File: src/rtl/pist_pkg.sv
// Package: types, codes and microprogram for the periodic identifier schedule table.
`default_nettype none
package pist_pkg;

  localparam int unsigned SLOTS_DEFAULT = 8;
  localparam int unsigned STEP_W = 4;

  localparam logic [3:0] MODE_FAST = 4'h1;
  localparam logic [3:0] MODE_SLOW = 4'h3;
  localparam logic [3:0] MODE_STOP = 4'h4;
  localparam logic [7:0] IDENT_FREE = 8'h00;

  typedef enum logic [2:0] {
    ST_OK    = 3'd0,
    ST_RANGE = 3'd1,
    ST_COND  = 3'd2,
    ST_FULL  = 3'd3,
    ST_SKIP  = 3'd4
  } status_e;

  typedef enum logic [2:0] {
    ACT_NONE,
    ACT_WAIT,
    ACT_STOP,
    ACT_SCHED,
    ACT_RESP
  } act_e;

  typedef enum logic [2:0] {
    C_ALWAYS,
    C_NO_START,
    C_FAILED,
    C_NOT_STOP,
    C_BAD_MODE,
    C_NO_READER,
    C_NO_WORK
  } cond_e;

  localparam logic [STEP_W-1:0] STEP_WAIT    = 4'd0;
  localparam logic [STEP_W-1:0] STEP_SKIPCHK = 4'd1;
  localparam logic [STEP_W-1:0] STEP_STOPCHK = 4'd2;
  localparam logic [STEP_W-1:0] STEP_STOP    = 4'd3;
  localparam logic [STEP_W-1:0] STEP_MODECHK = 4'd4;
  localparam logic [STEP_W-1:0] STEP_RDRCHK  = 4'd5;
  localparam logic [STEP_W-1:0] STEP_WORKCHK = 4'd6;
  localparam logic [STEP_W-1:0] STEP_SCHED   = 4'd7;
  localparam logic [STEP_W-1:0] STEP_RESP    = 4'd8;

  typedef struct packed {
    act_e              act;
    cond_e             cond;
    logic [STEP_W-1:0] target;
    logic              load;
    status_e           stat;
  } ucode_t;

  typedef struct packed {
    act_e    act;
    logic    load;
    status_e stat;
  } ctrl_t;

  typedef struct packed {
    logic failed;
    logic not_stop;
    logic bad_mode;
    logic no_reader;
    logic no_work;
  } flags_t;

  function automatic ucode_t ucode_rom(input logic [STEP_W-1:0] step);
    ucode_t w;
    w = '{act: ACT_NONE, cond: C_ALWAYS, target: STEP_WAIT, load: 1'b0, stat: ST_OK};
    unique case (step)
      STEP_WAIT:    w = '{ACT_WAIT,  C_NO_START,  STEP_WAIT,    1'b0, ST_OK};
      STEP_SKIPCHK: w = '{ACT_NONE,  C_FAILED,    STEP_RESP,    1'b1, ST_SKIP};
      STEP_STOPCHK: w = '{ACT_NONE,  C_NOT_STOP,  STEP_MODECHK, 1'b0, ST_OK};
      STEP_STOP:    w = '{ACT_STOP,  C_ALWAYS,    STEP_RESP,    1'b1, ST_OK};
      STEP_MODECHK: w = '{ACT_NONE,  C_BAD_MODE,  STEP_RESP,    1'b1, ST_RANGE};
      STEP_RDRCHK:  w = '{ACT_NONE,  C_NO_READER, STEP_RESP,    1'b1, ST_COND};
      STEP_WORKCHK: w = '{ACT_NONE,  C_NO_WORK,   STEP_RESP,    1'b1, ST_OK};
      STEP_SCHED:   w = '{ACT_SCHED, C_ALWAYS,    STEP_RESP,    1'b0, ST_OK};
      STEP_RESP:    w = '{ACT_RESP,  C_ALWAYS,    STEP_WAIT,    1'b0, ST_OK};
      default:      w = '{ACT_NONE,  C_ALWAYS,    STEP_WAIT,    1'b0, ST_OK};
    endcase
    return w;
  endfunction

endpackage
`default_nettype wire

File: src/rtl/pist_seq.sv
// Microcode sequencer: step counter, control ROM and conditional jumps.
`default_nettype none
module pist_seq (
  input  wire                logic    clk_i,
  input  wire                logic    rst_ni,
  input  wire                logic    start_i,
  input  wire                pist_pkg::flags_t flags_i,
  output pist_pkg::ctrl_t              ctrl_o,
  output logic                         busy_o
);
  import pist_pkg::*;

  logic [STEP_W-1:0] pc_q, pc_d;
  ucode_t            uw;
  logic              taken;

  always_comb begin
    uw = ucode_rom(pc_q);
    unique case (uw.cond)
      C_ALWAYS:    taken = 1'b1;
      C_NO_START:  taken = !start_i;
      C_FAILED:    taken = flags_i.failed;
      C_NOT_STOP:  taken = flags_i.not_stop;
      C_BAD_MODE:  taken = flags_i.bad_mode;
      C_NO_READER: taken = flags_i.no_reader;
      C_NO_WORK:   taken = flags_i.no_work;
      default:     taken = 1'b1;
    endcase
    pc_d = taken ? uw.target : pc_q + STEP_W'(1);
    ctrl_o.act  = uw.act;
    ctrl_o.load = uw.load && taken;
    ctrl_o.stat = uw.stat;
  end

  always_ff @(posedge clk_i or negedge rst_ni) begin
    if (!rst_ni) begin
      pc_q <= STEP_WAIT;
    end else begin
      pc_q <= pc_d;
    end
  end

  assign busy_o = (pc_q != STEP_WAIT);

endmodule
`default_nettype wire

File: src/rtl/pist_table.sv
// Datapath: item latch, slot table, occupancy count, status and request-failed flag.
`default_nettype none
module pist_table #(
  parameter int unsigned SLOTS = pist_pkg::SLOTS_DEFAULT
) (
  input  wire  logic                  clk_i,
  input  wire  logic                  rst_ni,
  input  wire  logic                  start_i,
  input  wire  pist_pkg::ctrl_t       ctrl_i,
  input  wire  logic                  reader_present_i,
  input  wire  logic [3:0]            mode_i,
  input  wire  logic [7:0]            ident_i,
  input  wire  logic                  has_ident_i,
  input  wire  logic                  last_of_request_i,
  input  wire  logic [31:0]           now_ms_i,
  output pist_pkg::flags_t            flags_o,
  output pist_pkg::status_e           status_o,
  output logic [3:0]                  entry_count_o
);
  import pist_pkg::*;

  localparam int unsigned CW = $clog2(SLOTS + 1);

  logic [3:0]  mode_q;
  logic [7:0]  id_q;
  logic        has_q;
  logic        last_q;
  logic [31:0] now_q;

  logic [7:0]  ident_q [SLOTS];
  logic [7:0]  ident_d [SLOTS];
  logic [1:0]  rate_q  [SLOTS];
  logic [1:0]  rate_d  [SLOTS];
  logic [31:0] time_q  [SLOTS];
  logic [31:0] time_d  [SLOTS];
  logic [CW-1:0] count_q, count_d;
  status_e     status_q, status_d;
  logic        failed_q, failed_d;

  logic [SLOTS-1:0] match, free, first_free;
  logic             full;

  always_comb begin
    for (int j = 0; j < SLOTS; j++) begin
      match[j] = (ident_q[j] == id_q);
      free[j]  = (ident_q[j] == IDENT_FREE);
    end
    first_free = free & (~free + SLOTS'(1));
    full = (count_q >= CW'(SLOTS));
  end

  always_comb begin
    ident_d  = ident_q;
    rate_d   = rate_q;
    time_d   = time_q;
    count_d  = count_q;
    status_d = status_q;
    failed_d = failed_q;
    if (ctrl_i.load) begin
      status_d = ctrl_i.stat;
    end
    unique case (ctrl_i.act)
      ACT_STOP: begin
        if (!has_q) begin
          for (int j = 0; j < SLOTS; j++) ident_d[j] = IDENT_FREE;
          count_d = '0;
        end else if (id_q != IDENT_FREE) begin
          for (int j = 0; j < SLOTS; j++) begin
            if (match[j]) ident_d[j] = IDENT_FREE;
          end
          if ((|match) && (count_q != '0)) count_d = count_q - CW'(1);
        end
      end
      ACT_SCHED: begin
        if (|match) begin
          for (int j = 0; j < SLOTS; j++) begin
            if (match[j]) rate_d[j] = mode_q[1:0];
          end
          status_d = ST_OK;
        end else if (full) begin
          status_d = ST_FULL;
        end else begin
          for (int j = 0; j < SLOTS; j++) begin
            if (first_free[j]) begin
              ident_d[j] = id_q;
              rate_d[j]  = mode_q[1:0];
              time_d[j]  = now_q;
            end
          end
          if (|free) count_d = count_q + CW'(1);
          status_d = ST_OK;
        end
      end
      ACT_RESP: begin
        failed_d = last_q ? 1'b0 : (status_q != ST_OK);
      end
      default: begin
      end
    endcase
  end

  always_ff @(posedge clk_i or negedge rst_ni) begin
    if (!rst_ni) begin
      for (int j = 0; j < SLOTS; j++) ident_q[j] <= IDENT_FREE;
      count_q  <= '0;
      status_q <= ST_OK;
      failed_q <= 1'b0;
    end else begin
      ident_q  <= ident_d;
      count_q  <= count_d;
      status_q <= status_d;
      failed_q <= failed_d;
    end
  end

  always_ff @(posedge clk_i) begin
    rate_q <= rate_d;
    time_q <= time_d;
    if (ctrl_i.act == ACT_WAIT && start_i) begin
      mode_q <= mode_i;
      id_q   <= ident_i;
      has_q  <= has_ident_i;
      last_q <= last_of_request_i;
      now_q  <= now_ms_i;
    end
  end

  always_comb begin
    flags_o.failed    = failed_q;
    flags_o.not_stop  = (mode_q != MODE_STOP);
    flags_o.bad_mode  = (mode_q < MODE_FAST) || (mode_q > MODE_SLOW);
    flags_o.no_reader = !reader_present_i;
    flags_o.no_work   = !has_q || (id_q == IDENT_FREE);
  end

  assign status_o      = status_q;
  assign entry_count_o = 4'(count_q);

  a_count_bound: assert property (@(posedge clk_i) disable iff (!rst_ni)
    count_q <= CW'(SLOTS))
    else $error("occupancy count above slot count");

  a_last_clears: assert property (@(posedge clk_i) disable iff (!rst_ni)
    (ctrl_i.act == ACT_RESP && last_q) |=> !failed_q)
    else $error("request-failed flag not cleared at end of request");

  a_skip_failed: assert property (@(posedge clk_i) disable iff (!rst_ni)
    (ctrl_i.act == ACT_RESP && status_q == ST_SKIP) |-> failed_q)
    else $error("skip status without a failed request");

endmodule
`default_nettype wire

File: src/rtl/periodic_id_schedule_table.sv
// Top level: periodic identifier schedule table with microcoded control.
//
// Items enter on start/busy: one is accepted at a clock edge where start is
// high and busy is low; mode_i, ident_i, has_ident_i, last_of_request_i and
// now_ms_i are sampled then. Each item yields exactly one result: done_o is
// high for one cycle with status_o and entry_count_o valid in that cycle.
// The receiver cannot stall; results must be taken as they appear.
// A microprogram runs one step per cycle. After the accept edge an item passes
// the skip check (a skipped item goes to the response step), the stop check and
// the stop step for a stop, else the mode, reader and work checks, which end in
// the response step on a bad mode, no reader or a bare or zero identifier, then
// the schedule step; busy drops the cycle after done_o, so an item's length is
// set by its path through the control ROM. All slots are compared at once.
// cfg_ready_o is always high. The user writes the reader_present register
// through cfg_valid_i/cfg_ready_o only while idle; the block does not enforce it.
// Reset clears the table, the count and the request-failed flag, and sets
// reader_present to 1.
`default_nettype none
module periodic_id_schedule_table #(
  parameter int unsigned SLOTS = pist_pkg::SLOTS_DEFAULT
) (
  input  wire  logic        clk_i,
  input  wire  logic        rst_ni,
  input  wire  logic        start,
  output logic              busy,
  input  wire  logic [3:0]  mode_i,
  input  wire  logic [7:0]  ident_i,
  input  wire  logic        has_ident_i,
  input  wire  logic        last_of_request_i,
  input  wire  logic [31:0] now_ms_i,
  output logic              done_o,
  output logic [2:0]        status_o,
  output logic [3:0]        entry_count_o,
  input  wire  logic        cfg_valid_i,
  output logic              cfg_ready_o,
  input  wire  logic        cfg_reader_present_i
);
  import pist_pkg::*;

  ctrl_t   ctrl;
  flags_t  flags;
  status_e status;
  logic    reader_q;

  assign cfg_ready_o = 1'b1;

  always_ff @(posedge clk_i or negedge rst_ni) begin
    if (!rst_ni) begin
      reader_q <= 1'b1;
    end else if (cfg_valid_i && cfg_ready_o) begin
      reader_q <= cfg_reader_present_i;
    end
  end

  pist_seq u_seq (
    .clk_i   (clk_i),
    .rst_ni  (rst_ni),
    .start_i (start),
    .flags_i (flags),
    .ctrl_o  (ctrl),
    .busy_o  (busy)
  );

  pist_table #(
    .SLOTS (SLOTS)
  ) u_table (
    .clk_i             (clk_i),
    .rst_ni            (rst_ni),
    .start_i           (start),
    .ctrl_i            (ctrl),
    .reader_present_i  (reader_q),
    .mode_i            (mode_i),
    .ident_i           (ident_i),
    .has_ident_i       (has_ident_i),
    .last_of_request_i (last_of_request_i),
    .now_ms_i          (now_ms_i),
    .flags_o           (flags),
    .status_o          (status),
    .entry_count_o     (entry_count_o)
  );

  assign done_o   = (ctrl.act == ACT_RESP);
  assign status_o = status;

  a_done_busy: assert property (@(posedge clk_i) disable iff (!rst_ni)
    done_o |-> busy)
    else $error("result strobe outside a busy period");

  a_done_release: assert property (@(posedge clk_i) disable iff (!rst_ni)
    done_o |=> !busy)
    else $error("busy held after the result");

endmodule
`default_nettype wire
File: config.mk
export PLATFORM = sky130hd
export DESIGN_NAME = periodic_id_schedule_table
export DESIGN_NICKNAME = d
export VERILOG_FILES = /design/src/rtl/pist_pkg.sv /design/src/rtl/pist_seq.sv /design/src/rtl/pist_table.sv /design/src/rtl/periodic_id_schedule_table.sv
export SDC_FILE = /design/constraint.sdc
export NUM_CORES = 1
export LEC_CHECK = 0
export BUFFER_PORTS_ARGS = -buffer_cell sky130_fd_sc_hd__buf_2
export CELL_PAD_IN_SITES_DETAIL_PLACEMENT = 0
export CELL_PAD_IN_SITES_GLOBAL_PLACEMENT = 2
export CORE_MARGIN = 3
export CORE_UTILIZATION = 40
export CTS_BUF_LIST = sky130_fd_sc_hd__clkbuf_8
export DETAILED_ROUTE_END_ITERATION = 8
export PLACE_DENSITY_LB_ADDON = 0.1
export SLEW_MARGIN = 20
export SYNTH_ARGS = -nofsm -noshare
export SYNTH_HDL_FRONTEND = slang
export SYNTH_SLANG_ARGS = --single-unit
File: constraint.sdc
create_clock -name clk_i -period 3.5 [get_ports clk_i]
set_input_delay 0.7 -clock clk_i [delete_from_list [all_inputs] [get_ports clk_i]]
set_output_delay 0.7 -clock clk_i [all_outputs]
set_load 0.005 [all_outputs]
---- After elaboration in Yosys (flattened, before gate mapping) ----
Memories as Yosys holds them, arrays and structs flattened.
Index checks and enable logic that the tools add are counted.
storage, ports and cells
  register bits ........................... 91
  memory bits (read-only) ................. 192
  bits of input ports ..................... 51
  output and inout bits ................... 10
  word-level logic and storage cells ...... 136
  memories ................................ 1
memories
  name             words  width  rd ports  clocked after Yosys merged registers in  wr ports  line            source
  (no name shown)  16     12     1         0                                        0         pist_pkg.sv:74  unique case (step)
operators by class
  add/subtract/negate cells ............... 4
  magnitude comparators ................... 3
  eq/ne operators ......................... 40
  muxes and demuxes ....................... 35
  bitwise operators ....................... 2
  reduce and logical (&&, ||, !) cells .... 34
operator list
  kind                   count
  $mux W64               4
  $mux W8                16
  $pmux W64 S2           1
  $logic_not A8 Y1       9
  $eq A8 B8 Y1           8
  $reduce_and A6 Y1      9
  $ne A3 B3 Y1 const B   10
  $mux W4                7
  $ne A2 B1 Y1 const B   9
  $reduce_or A8 Y1       2
  $eq A3 B2 Y1 const B   4
  $eq A3 B3 Y1 const B   4
  $mux W3                3
  $add A4 B1 Y4 const B  2
  $add A8 B1 Y8 const B  1
  $and A8 B8 Y8          1
  $not A8 Y8             1
  $pmux W4 S2            1
  $reduce_bool A4 Y1     2
  $reduce_bool A8 Y1     1
  $eq A3 B1 Y1 const B   2
  $pmux W1 S6            1
  $ge A4 B4 Y1 const B   1
  $gt A4 B2 Y1 const B   1
  11 further kinds       18

---- Longest topological paths before layout ----
  depth in word-level cells ............... 8
  depth in mapped cells ................... 11
  gate-level depth less buffers ........... 9

---- Hierarchy ----
Synthesis repeated with hierarchy kept, for this count alone.
second synthesis, totals
  cell total of the unflattened synthesis .. 447
  area total of the unflattened synthesis .. 5252.5 um^2
modules (own cells, without submodules)
  module                      times used  cells an instance  area each (um^2)  seq. area each (um^2)
  pist_table                  1           389                4709.5            2222.1
  pist_seq                    1           53                 483.0             100.1
  periodic_id_schedule_table  1           5                  60.1              26.3

---- Worst setup path after synthesis ----
OpenSTA, ideal clock, no wires.
  path type ............................... register to register
  from .................................... reg u_seq.pc_q[2]
  to ...................................... reg u_table.has_q (enable)
  library setup time ...................... 0.427 ns
  arrival time ............................ 2.585 ns
  slack ................................... 0.488 ns
  stages on the path, launching flop included .. 6
  buffers on the path ..................... 1
  clock period less this slack ............ 3.012 ns
  cells stage by stage .................... dfrtp_1 -> clkbuf_1 -> inv_1 -> ha_1 -> nor2_1 -> nor4b_1
on the way
  cells in the longest elaborated chain, start to end .. 3
RTL lines
  element                 line               source
  from (decl)             pist_seq.sv:13     logic [STEP_W-1:0] pc_q, pc_d;
  from (signal assigned)  pist_seq.sv:39     pc_q <= pc_d;
  $mem_v2 Z16 W12         --
  $eq A3 B1 Y1            pist_table.sv:119  if (ctrl_i.act == ACT_WAIT && start_i) begin
  $logic_and A1 B1 Y1     pist_table.sv:119
  to (signal assigned)    pist_table.sv:122  has_q <= has_ident_i;
  to (decl)               pist_table.sv:26   logic has_q;
No other way between the ends.
A chain may end at the register's enable or synchronous reset.

---- Worst setup path in the final report ----
  from .................................... reg u_table.id_q[5]
  to ...................................... reg u_table.ident_q[54] in the netlist's numbering
on the way
  cells in the longest elaborated chain, start to end .. 4
  elaborated cells between the ends (all ways) .. 14
RTL lines
  element                        line               source
  from (decl)                    pist_table.sv:25   logic [7:0] id_q;
  from (signal assigned)         pist_table.sv:121  id_q <= ident_i;
  $eq A8 B8 Y1                   pist_table.sv:45   match[j] = (ident_q[j] == id_q);
  $reduce_or A8 Y1               pist_table.sv:75   if (|match) begin
  $ne A2 B2 Y1 (no line)         --
  $reduce_and A6 Y1 (no line) *  --
  to (signal assigned)           pist_table.sv:109  ident_q <= ident_d;
  to (decl)                      pist_table.sv:30   logic [7:0] ident_q [SLOTS];
Every way passes the cells marked *; elsewhere a longest branch is shown, timed or not.

==> summary.md <==
| Metric | Value |
|---|---|
| Outcome | `finished, final reports clean` |
| Startpoint of the most critical register-to-register path | `u_table.id_q[5]$_DFFE_PP_` |
| Number of distinct library cells after synthesis | `56` |
| EDFF count, synth | `14` |
| Required time at the endpoint of the critical path | `3.76 ns` |
| Share of post-route cells with drive strength above 1 | `24.8%` |
| Post-layout worst setup margin | `0.447 ns` |
| Avg WL per Cell | `19.5 um` |
| Setup slack on the worst flop-to-flop path | `0.45 ns` |
| Post-cts hold buffer count | `0` |
| Sum Neg Setup Slack | `0 ns` |
| WP buf/inv | `0` |
| Initial antenna violation count | `0` |
| Maximum number of pins on one net before global-route repair | `78` |
| Routed WL | `12500 um` |
| Cell count after placement | `624` |
| Final HPWL from detailed placement | `8390 um` |
| Final antenna-violating net count | `0` |
| Number of slew-limit violations in the final report | `0` |
| Clock network latency to the later pin of the worst-skew pair | `0.38 ns` |
| Type of the setup path with the least slack | `reg2reg` |
| Final-stage net count | `528` |
| Number of failing setup endpoints in the final timing report | `0` |
| Library cell with the largest summed area after synthesis | `dfrtp_1` |
| Vias in the first global route | `3478` |
| Worst rel slew slack | `50.2%` |
| Io pins | `61` |
| CTS H-tree lvls | `3` |
| Num CTS Buffers | `9` |
| Worst reg-to-reg path cell count | `7` |
| DRT iter0 DRCs | `254` |
| Clock tree from TritonCTS | `done` |
| Worst setup path startpoint | `u_table.id_q[5]$_DFFE_PP_` |
| Post-placement worst setup slack | `0.451 ns` |
| Cell types with the largest area share after synthesis | `dfrtp_1, xor2_1, mux2_2` |
| VDD IR max | `0.373 mV` |
| Number of storage elements in the synthesis netlist | `91` |
| Post-synth top area share | `37.6%` |
| Clock root buffer | `clkbuf_8` |
| Sequential share of the synthesized area | `46.4%` |
| GRT Total Usage | `18.7%` |
| Cells along the critical path | `xor2_1 > nor4_1 > nand2_1 > nand4_4 > or4b_1 > a221o_1 > mux2_4` |
| Chip Height | `119 um` |
| Buffers inserted during post-CTS setup optimization | `0` |
| Row Count | `40` |
| Signed area change from the synthesized netlist to the final layout | `10.6%` |
| Die Width | `119 um` |
| First-pass GRT wire length | `20200 um` |
| CTS clk-pin slew, worst paths | `0.09 ns` |
| Max Clock Skew | `0.0145 ns` |
| Maximum fanout along the worst path | `12` |
| Minimum clock period | `3.05 ns` |
| Total inserted antenna cells | `0` |
| Leakage power | `2.72 nW` |
| CTS max path bufs | `2` |
| Cell area power density | `610 nW/um^2` |
| Number of gates on the worst path with buffers counted | `7` |
| Hold Fails Final Rpt | `0` |
| Total Power | `3.42 mW` |
| Area of the core | `12200 um^2` |
| Effective utilization at floorplan | `41.5%` |
| Post-synth design cell area | `5060 um^2` |
| Type of element capturing the critical path | `flop` |
| Number of remaining DRC errors | `0` |
| Number of I/O port buffers | `27` |
| Max-cap check violation count | `0` |
| Non-Filler Instances | `640` |
| Syn. warnings | `0` |
| Signal arrival time at the worst endpoint | `3.31 ns` |
| Utilization after layout | `45.9%` |
| Instance area after placement | `5350 um^2` |
| Crit-path slowest cell | `edfxtp_1` |
| Sink Count | `91` |
| Transition time at the pin with the least slew margin | `0.747 ns` |
| Max incr delay on CP | `0.84 ns` |
| DR pass1 iterations | `4` |
| Design area | `5600 um^2` |
| Async set-reset flop share out of synthesis | `84.6%` |
| Critical path capture point | `u_table.ident_q[54]$_DFFE_PN0P_` |
| Endpoint of the worst register-to-register path | `u_table.ident_q[54]$_DFFE_PN0P_` |
| Area of the die | `14000 um^2` |
| Routed vias | `3449` |
| Family of cells with the greatest summed delay on the critical path | `simple AND/OR/NAND/NOR gates` |
| RSZ-0062 raised after global routing | `false` |
| Portion of the clock cycle consumed by the worst path in the final layout | `87.2%` |
| Maximum clock rate | `328 MHz` |
| Detailed-route vias per instance | `5.39` |
| Worst hold margin | `0.355 ns` |
| Overflow after GRT | `0` |
| Post-CTS sizing | `0` |
| Launching element type of the critical path | `flop` |
| Hold/Removal Path Class | `in2async` |
| Syn Nets | `499` |
| Top flip-flop cell by instance count after synthesis | `dfrtp_1` |
| Gp weighted congestion | `0.792` |
| Average cell area after synthesis | `11.6 um^2` |
| Syn Inst Count | `438` |
-- how the worst min path moves through the flow --
| stage | endpoint | cells after the start | from | slack, ns |
|---|---|---|---|---|
| 2_1_floorplan | u_seq.pc_q[0]$_DFF_PN0_ | 0 | rst_ni | 0.40 |
| 5_1_grt | u_table.ident_q[15]$_DFFE_PN0P_ | 1 | rst_ni | 0.42 |
| 3_3_place_gp | u_table.status_o[2]$_DFFE_PN0P_ | 1 | u_table.status_o[2]$_DFFE_PN0P_ | 0.50 |
| 3_5_place_dp | u_table.status_o[2]$_DFFE_PN0P_ | 1 | u_table.status_o[2]$_DFFE_PN0P_ | 0.51 |
| 6_report | u_table.ident_q[12]$_DFFE_PN0P_ | 1 | rst_ni | 0.36 |
| 4_1_cts | u_table.id_q[3]$_DFFE_PP_ | 1 | ident_i[3] | 0.48 |
-- worst reg2reg max path: cells and delay by family (launching register included) --
kind,cells,cell delay [ns]
compound gates,1,0.51
mux,1,0.37
xor+xnor,1,0.23
flops,1,0.84
simple gates,4,0.99
-- layer usage --
metal	up-vias	part of all wire, %	global-route usage (%)	wire length [um]
li1	1664	-	-	-
met1	1707	51	28.2	6320
met2	60	44	26.9	5550
met3	18	3.1	2.73	387
met4	0	2.0	7.17	251
met5	-	0	0	0
-- kinds of logic after synthesis --
kind of cell	Yosys count	synth area share, %
AND/OR/NAND/NOR	122	14.4
AO/OA/AOI/OAI	66	9.32
adder cells (fa/ha/maj)	10	2.47
multiplexers	56	13.0
XOR/XNOR	64	11.1
flip-flops	91	46.4
buffers and inverters	28	3.34
other	1	0.0741
-- registers in the layout, indices dropped and copies added (netlist names) --
signal	flops
reader_q	1
u_table.id_q	8
u_seq.pc_q	4
u_table.failed_q	1
u_table.ident_q	64
u_table.mode_q	4
u_table.has_q	1
u_table.status_o	3
u_table.entry_count_o	4
u_table.last_q	1
-- layout make-up --
type                    count  area [um^2]
fillers                  1156         6610
multi-input cells         319         2550
flip-flops and latches     91         2350
well taps                 168          210
repair buffers             36          209
clock buffers              10          138
clock inverters             6          105
inverters                  10         37.5
-- synthesized netlist by cell type (all sizes together) (2+ instances only) --
cell    number
dfrtp       76
xor2        64
mux2        54
nor4        31
nand2       28
o21ai       17
a21oi       15
nor2        15
a22o        14
edfxtp      14
buf         11
ha          10
inv         10
and2         9
or4          8
clkbuf       7
nand3        5
nor3         5
and3         4
nand2b       3
nand4        3
o21a         3
a211o        2
and4b        2
mux2i        2
nor2b        2
nor4b        2
o22ai        2
o32ai        2
-- placed cells by master (no fill, tap or decap), types with 3 or more instances in the layout --
| cell type | netlist | routed |
|---|---|---|
| mux2_2 | 44 | 44 |
| xor2_1 | 64 | 64 |
| or4_1 | 8 | 8 |
| inv_1 | 10 | 12 |
| and3_1 | 4 | 4 |
| a22o_1 | 14 | 14 |
| and2_1 | 7 | 7 |
| nand2_1 | 27 | 27 |
| bufinv_16 | 0 | 3 |
| nor2_1 | 15 | 15 |
| nand3_1 | 5 | 5 |
| nor3_1 | 5 | 5 |
| o21ai_0 | 12 | 12 |
| ha_1 | 10 | 10 |
| o21a_1 | 3 | 3 |
| mux2_4 | 8 | 8 |
| nor4_1 | 30 | 30 |
| buf_2 | 0 | 26 |
| nand2b_1 | 3 | 3 |
| a21oi_1 | 15 | 15 |
| clkbuf_8 | 0 | 10 |
| edfxtp_1 | 14 | 14 |
| buf_4 | 3 | 9 |
| dfrtp_1 | 76 | 76 |
| o21ai_2 | 5 | 5 |
-- power by group --
| part | total [mW] | switching, mW | internal, mW | leakage, nW |
|---|---|---|---|---|
| Combinational | 0.997 | 0.540 | 0.456 | 1.40 |
| Sequential | 1.55 | 0.300 | 1.25 | 1.19 |
| Clock | 0.869 | 0.380 | 0.489 | 0.125 |
| Total | 3.42 | 1.22 | 2.20 | 2.72 |
Note: power is estimated with default switching activity, not from simulation.
